--- src/sv/psfp_pkg.sv ---
package psfp_pkg;

    // Frame layout, by byte position within the 32-byte frame
    localparam int unsigned POS_W = 5;
    localparam logic [POS_W-1:0] POS_PREAMBLE_END = 5'd4;
    localparam logic [POS_W-1:0] POS_FIRST_WORD   = 5'd5;
    localparam logic [POS_W-1:0] POS_VERSION      = 5'd28;
    localparam logic [POS_W-1:0] POS_CSUM_HIGH    = 5'd30;
    localparam logic [POS_W-1:0] POS_FRAME_LAST   = 5'd31;

    localparam logic [3:0] IDX_CHECKSUM = 4'd14;

    // Preamble bytes in arrival order
    localparam logic [7:0] PREAMBLE [4] = '{8'h42, 8'h4D, 8'h00, 8'h1C};

    typedef enum logic [1:0] {
        ST_FIELD    = 2'd0,
        ST_SUM_GOOD = 2'd1,
        ST_SUM_BAD  = 2'd2,
        ST_REJECT   = 2'd3
    } status_t;

    typedef struct packed {
        status_t     status;
        logic [3:0]  field_index;
        logic [15:0] value;
        logic        last;
    } result_t;

endpackage

--- src/sv/psfp_parse.sv ---
module psfp_parse
    import psfp_pkg::*;
(
    input  logic       clk,
    input  logic       rst_n,
    input  logic       in_valid,
    output logic       in_stall,
    input  logic [7:0] byte_in,
    input  logic       res_free,
    output logic       res_load,
    output result_t    res
);

    logic             a_valid_reg;
    logic             a_valid_next;
    logic [7:0]       byte_reg;
    logic [POS_W-1:0] pos_reg;
    logic [POS_W-1:0] pos_next;
    logic [15:0]      sum_reg;
    logic [15:0]      sum_next;
    logic [7:0]       held_reg;
    logic [7:0]       held_next;
    logic             has_res;
    logic             a_fire;
    logic             in_xfer;
    logic [POS_W-1:0] word_off;
    logic [15:0]      received;
    logic [15:0]      sum_add;

    // An item without a result never waits on the result register
    assign a_fire   = a_valid_reg && (res_free || !has_res);
    assign in_stall = a_valid_reg && !a_fire;
    assign in_xfer  = in_valid && !in_stall;
    assign res_load = a_fire && has_res;

    assign word_off = pos_reg - POS_FIRST_WORD;
    assign received = {held_reg, byte_reg};
    assign sum_add  = sum_reg + {8'd0, byte_reg};

    // Decode the held byte against the frame position
    always_comb
    begin
        pos_next  = pos_reg + 5'd1;
        sum_next  = sum_add;
        held_next = held_reg;
        has_res   = 1'b0;
        res       = '{status: ST_FIELD, field_index: 4'd0, value: 16'd0, last: 1'b0};
        if (pos_reg < POS_PREAMBLE_END)
        begin
            if (byte_reg != PREAMBLE[pos_reg[1:0]])
            begin
                has_res   = 1'b1;
                res       = '{status: ST_REJECT, field_index: {2'd0, pos_reg[1:0]},
                              value: {8'd0, byte_reg}, last: 1'b1};
                pos_next  = '0;
                sum_next  = '0;
            end
        end
        else if (pos_reg < POS_CSUM_HIGH)
        begin
            if (pos_reg >= POS_VERSION)
            begin
                has_res = 1'b1;
                res     = '{status: ST_FIELD, field_index: pos_reg[3:0],
                            value: {8'd0, byte_reg}, last: 1'b0};
            end
            else if (!pos_reg[0])
            begin
                held_next = byte_reg;
            end
            else
            begin
                has_res = 1'b1;
                res     = '{status: ST_FIELD, field_index: word_off[4:1],
                            value: received, last: 1'b0};
            end
        end
        else if (pos_reg == POS_CSUM_HIGH)
        begin
            held_next = byte_reg;
            sum_next  = sum_reg;
        end
        else
        begin
            has_res  = 1'b1;
            res      = '{status: (received == sum_reg) ? ST_SUM_GOOD : ST_SUM_BAD,
                         field_index: IDX_CHECKSUM, value: received, last: 1'b1};
            pos_next = '0;
            sum_next = '0;
        end
    end

    // Hold the input byte until it is decoded
    always_comb
    begin
        if (in_xfer)
        begin
            a_valid_next = 1'b1;
        end
        else if (a_fire)
        begin
            a_valid_next = 1'b0;
        end
        else
        begin
            a_valid_next = a_valid_reg;
        end
    end

    // Advance frame state on each decoded byte
    always_ff @(posedge clk or negedge rst_n)
    begin
        if (!rst_n)
        begin
            a_valid_reg <= 1'b0;
            pos_reg     <= '0;
            sum_reg     <= '0;
            held_reg    <= '0;
        end
        else
        begin
            a_valid_reg <= a_valid_next;
            if (a_fire)
            begin
                pos_reg  <= pos_next;
                sum_reg  <= sum_next;
                held_reg <= held_next;
            end
        end
    end

    // Capture the incoming byte
    always_ff @(posedge clk)
    begin
        if (in_xfer)
        begin
            byte_reg <= byte_in;
        end
    end

endmodule

--- src/sv/psfp_out_reg.sv ---
module psfp_out_reg
    import psfp_pkg::*;
(
    input  logic    clk,
    input  logic    rst_n,
    input  logic    res_load,
    input  result_t res,
    output logic    res_free,
    output logic    out_valid,
    input  logic    out_stall,
    output result_t out_res
);

    logic    r_valid_reg;
    logic    r_valid_next;
    result_t r_data_reg;

    assign res_free  = !r_valid_reg || !out_stall;
    assign out_valid = r_valid_reg;
    assign out_res   = r_data_reg;

    // Drop the result once transferred, unless a new one replaces it
    always_comb
    begin
        if (res_load)
        begin
            r_valid_next = 1'b1;
        end
        else if (!out_stall)
        begin
            r_valid_next = 1'b0;
        end
        else
        begin
            r_valid_next = r_valid_reg;
        end
    end

    always_ff @(posedge clk or negedge rst_n)
    begin
        if (!rst_n)
        begin
            r_valid_reg <= 1'b0;
        end
        else
        begin
            r_valid_reg <= r_valid_next;
        end
    end

    // Load the result payload
    always_ff @(posedge clk)
    begin
        if (res_load)
        begin
            r_data_reg <= res;
        end
    end

endmodule

--- src/sv/particle_sensor_frame_parser_top.sv ---
// Channel | Handshake            | Payload
// --------+----------------------+-------------------------------------------
// input   | in_valid / in_stall  | byte_in[7:0]
// output  | out_valid / out_stall| status[1:0] field_index[3:0] value[15:0] last
//
// One byte per cycle is sustained while the output does not back up into in_stall;
// a result is decoded from the input register and then loaded into the result register.
// Bytes that complete no field pass through without using the result register.
// Reset returns the parser to the preamble hunt with a cleared checksum sum.
// A stall on the output backs up into in_stall only when the result register is
// full and the held byte yields a result.
module particle_sensor_frame_parser_top
    import psfp_pkg::*;
(
    input  logic        clk,
    input  logic        rst_n,
    input  logic        in_valid,
    output logic        in_stall,
    input  logic [7:0]  byte_in,
    output logic        out_valid,
    input  logic        out_stall,
    output logic [1:0]  status,
    output logic [3:0]  field_index,
    output logic [15:0] value,
    output logic        last
);

    logic    res_free;
    logic    res_load;
    result_t res;
    result_t out_res;

    psfp_parse u_parse (
        .clk      (clk),
        .rst_n    (rst_n),
        .in_valid (in_valid),
        .in_stall (in_stall),
        .byte_in  (byte_in),
        .res_free (res_free),
        .res_load (res_load),
        .res      (res)
    );

    psfp_out_reg u_out_reg (
        .clk       (clk),
        .rst_n     (rst_n),
        .res_load  (res_load),
        .res       (res),
        .res_free  (res_free),
        .out_valid (out_valid),
        .out_stall (out_stall),
        .out_res   (out_res)
    );

    assign status      = out_res.status;
    assign field_index = out_res.field_index;
    assign value       = out_res.value;
    assign last        = out_res.last;

    // An empty result register never holds back the input
    assert property (@(posedge clk) disable iff (!rst_n)
        !out_valid |-> !in_stall)
        else $error("input stalled with empty result register");

    // Field values never close a frame; frame ends and rejections always do
    assert property (@(posedge clk) disable iff (!rst_n)
        out_valid |-> (last == (status != ST_FIELD)))
        else $error("last flag disagrees with status");

    // Rejections name a preamble position
    assert property (@(posedge clk) disable iff (!rst_n)
        (out_valid && status == ST_REJECT) |-> (field_index < 4'd4))
        else $error("rejection index outside preamble");

    // Frame end always carries the checksum index
    assert property (@(posedge clk) disable iff (!rst_n)
        (out_valid && (status == ST_SUM_GOOD || status == ST_SUM_BAD))
            |-> (field_index == IDX_CHECKSUM))
        else $error("frame end without checksum index");

endmodule

--- config.mk ---
export PLATFORM = sky130hd
export DESIGN_NAME = particle_sensor_frame_parser_top
export DESIGN_NICKNAME = d
export VERILOG_FILES = /design/src/sv/psfp_pkg.sv /design/src/sv/psfp_parse.sv /design/src/sv/psfp_out_reg.sv /design/src/sv/particle_sensor_frame_parser_top.sv
export SDC_FILE = /design/constraint.sdc
export NUM_CORES = 1
export LEC_CHECK = 0
export ABC_AREA = 0
export BUFFER_PORTS_ARGS = -buffer_cell sky130_fd_sc_hd__buf_2
export CAP_MARGIN = 40
export CORE_ASPECT_RATIO = 1.2
export CORE_UTILIZATION = 45
export DETAILED_ROUTE_END_ITERATION = 8
export PLACE_DENSITY_LB_ADDON = 0.12
export SLEW_MARGIN = 20
export SYNTH_ARGS = -nofsm -noshare
export SYNTH_HDL_FRONTEND = slang
export SYNTH_HIERARCHICAL = 1
export SYNTH_SLANG_ARGS = --single-unit
--- constraint.sdc ---
create_clock -name clk -period 4.25 [get_ports clk]
set_input_delay 1.0625 -clock clk [delete_from_list [all_inputs] [get_ports clk]]
set_output_delay 1.0625 -clock clk [all_outputs]
set_load 0.05 [all_outputs]
==> out/metrics.csv <==
stage,metric,value,unit
critical_path,CP most frequent cell,inv_1,
grt,GRT Resource Usage Total,19.9,%
clock_tree,Worst-path clk slew,60,ps
logic_synthesis,Syn Area/Cell,11.3,um2
place,HPWL after DPL,4770,um
final_layout,Final Non-Filler Cells,417,
pwr,Power Dens Cells,378,nW/um2
final_layout,fill count,637,
timing,final hold vios,0,
pwr,Max VDD drop,0.000282,V
timing,Layout Skew,8.97,ps
grt,vias in the first global route,2190,
logic_synthesis,dominant synthesized flop cell,edfxtp_1,
timing,setup_tns,0,ps
floorplan,die area,7540,um2
drt,DRC Markers,0,
drt,WL final,6680,um
logic_synthesis,Post-Syn Area,3240,um2
final_layout,synthesis-to-layout area growth,13.6,%
clock_tree,CTS sink cnt,62,
critical_path,Crit path depth,10,
drt,DRT Pass-1 Iters,4,
critical_path,CP max stage cell,dfrtp_1,
final_layout,max reg flops,23,
critical_path,CP max stage delay,690,ps
pwr,Pleak,0.00158,uW
critical_path,Critical Path RT,3190,ps
timing,# setup viols final,0,
drt,via count,2281,
critical_path,critical-path cell list,inv_1 -> ha_1 -> xnor2_1 -> nand3_1 -> o21ai_1 -> buf_4 -> a21oi_1 -> nand2_1 -> inv_1 -> buf_2,
grt,Congestion Overflow GR,0,
floorplan,Top Ports,37,
final_layout,Storage cell area,1710,um2
clock_tree,# hold bufs at CTS,0,
worst_hold_path,Hold Path Origin,u_parse/sum_reg[4],
place,routability cong.,0.863,
clock_tree,htree depth,3,
timing,Final Max Tran Viols,0,
critical_path,critical path peak fanout,17,
clock_tree,clock tree buffer depth,2,
logic_synthesis,Synth Warn #,6,
clock_tree,worst skew pair latency,330,ps
timing,RSZ-0062 raised after global routing,false,
drt,wire per inst,16.0,um
critical_path,Setup crit start kind,flop,
logic_synthesis,Post-synth EDFFs,31,
clock_tree,CTS tree,built,
logic_synthesis,cell count after synthesis,287,
floorplan,Starting Density,47.0,%
timing,fin crit period,3660,ps
critical_path,FF-to-FF path depth,10,
timing,hold slack,481,ps
floorplan,Std-Cell Rows,33,
pwr,Power Total,1390,uW
logic_synthesis,Yosys cell types,46,
critical_path,CP endpoint kind,output pin,
logic_synthesis,net count after synthesis,314,
critical_path,worst setup path class,reg2out,
drt,initial drt markers,143,
logic_synthesis,ys async rst share,50.0,%
worst_hold_path,Hold Path Depth,2,
outcome,status,completed,
drt,routed vias/inst,5.47,
floorplan,Die Width,79.5,um
logic_synthesis,synthesized flop and latch total,62,
drt,Final ANT Viol Nets,0,
critical_path,"CP delay by family, top",buffers and inverters,
critical_path,WP buf/inv,4,
clock_tree,post-CTS resize count,0,
grt,antenna violations before repair,0,
floorplan,total core area,6900,um2
floorplan,Chip Height,94.9,um
job,Max-cap violations,0,
clock_tree,# Post-CTS Setup Buffers,0,
place,placed insts,401,
timing,achievable frequency,274,MHz
clock_tree,clock root cell,clkbuf_8,
timing,Rel. slew slack,50.2,%
critical_path,r2r startpoint,u_parse/pos_reg[0],
final_layout,nets,352,
logic_synthesis,sequential share of the synthesized area,52.7,%
place,IO Port Bufs,36,
grt,largest net degree at the start of global routing,32,
timing,worst-margin pin slew,747,ps
critical_path,worst setup path startpoint,u_parse/pos_reg[0],
final_layout,share of layout cells above drive strength 1,20.3,%
final_layout,Inserted Diodes,0,
grt,first-pass GRT wire length,11000,um
clock_tree,CTS Buf Count,9,
critical_path,Crit path arrival time,2590,ps
timing,final worst path period share,86.0,%
final_layout,area of the multi-input gates,1410,um2
worst_hold_path,Hold/Removal Path Class,reg2reg,
-- layout make-up --
type | count | share of cell area [%]
Inverter | 13 | 1.33
Timing Repair Buffer | 40 | 5.71
Sequential cell | 62 | 46.4
Clock inverter | 4 | 1.29
Multi-Input combinational cell | 199 | 38.4
Tap cell | 87 | 2.96
Clock buffer | 12 | 3.94
-- tightest hold or removal path, delay by kind of cell, from the launching register on --
family	cells	cell delay, ps
AO/OA/AOI/OAI	1	50
flip-flops	1	340
AND/OR/NAND/NOR	1	50
-- final timing paths --
path	end	slack, ps
setup / recovery	in_stall	590
hold / removal	u_parse/sum_reg[4]	480
setup reg to reg	u_parse/held_reg[2]	1000
hold reg to reg	u_parse/sum_reg[4]	480
max in group asynchronous	u_parse/held_reg[6]	2970
min in group asynchronous	u_parse/pos_reg[4]	790
-- stage by stage --
step | util [%] | cell area, um2 | setup WS [ps]
5_1_grt | 53.4 | 3680 | 448
6_report | 53.4 | 3680 | 595
2_1_floorplan | - | 3240 | 1250
4_1_cts | 53.4 | 3680 | 590
3_3_place_gp | 50.6 | 3490 | 1020
3_5_place_dp | 50.6 | 3490 | 975
-- cells by family after synthesis --
kind of cell               after synthesis  synth area share (%)
xor gates and xnor gates                18                  4.87
and+or+nand+nor                         90                  14.6
muxes                                   10                  4.33
adders and majority gates               15                  6.03
buffers and inverters                   26                  3.79
DFF                                     62                  52.7
AOI/OAI and AO/OA                       66                  13.8
-- per-layer routing --
layer	share of wire (%)	wire length (um)	up-vias	GRT usage, %
li1	-	-	1120	-
met1	47	3140	1108	26.0
met2	49	3260	47	32.1
met3	2.9	192	6	2.90
met4	1.3	90	0	9.55
met5	0	0	-	0
-- Yosys cell counts (2+ instances only) --
library cell / n / share of area, %
nor2b_1: 4 / 0.77
xnor2_1: 13 / 3.5
xor2_1: 5 / 1.4
a21oi_1: 17 / 2.6
inv_1: 13 / 1.5
o31ai_1: 8 / 1.9
edfxtp_1: 31 / 29
buf_6: 2 / 0.70
and3_1: 2 / 0.39
nor3_1: 2 / 0.31
nor2_1: 16 / 1.9
clkbuf_1: 3 / 0.35
o21ai_0: 13 / 2.0
ha_1: 14 / 5.4
nand3_1: 8 / 1.2
o22ai_1: 2 / 0.39
o21a_1: 2 / 0.46
dfrtp_1: 31 / 24
nand2_1: 22 / 2.5
nor4_1: 3 / 0.58
or3_1: 3 / 0.58
nand4_1: 3 / 0.58
a31oi_1: 3 / 0.58
o211ai_1: 2 / 0.46
o21ai_1: 2 / 0.31
nand2b_1: 4 / 0.77
buf_2: 8 / 1.2
a22o_1: 6 / 1.6
mux2_4: 8 / 3.7
or4_1: 9 / 2.1
mux2i_1: 2 / 0.62
and2_1: 12 / 2.3
-- power breakdown --
group,leakage [uW],internal (uW),switching [uW]
sequential,0.000722,667,21.3
combinational,0.000759,53.9,145
clock,0.0000964,285,218
total,0.00158,1010,384
-- placed cells by master (no fill, tap or decap), types with 8 or more instances in the layout --
cell and n:
ha_1 14, edfxtp_1 31, o21ai_0 13, o31ai_1 8
inv_1 13, mux2_4 8, clkbuf_8 10, nand2_1 22
a21oi_1 17, xnor2_1 13, and2_1 12, or4_1 9
dfrtp_1 31, nor2_1 15, buf_2 36, nand3_1 8
Power figures use the tool's default switching activity.
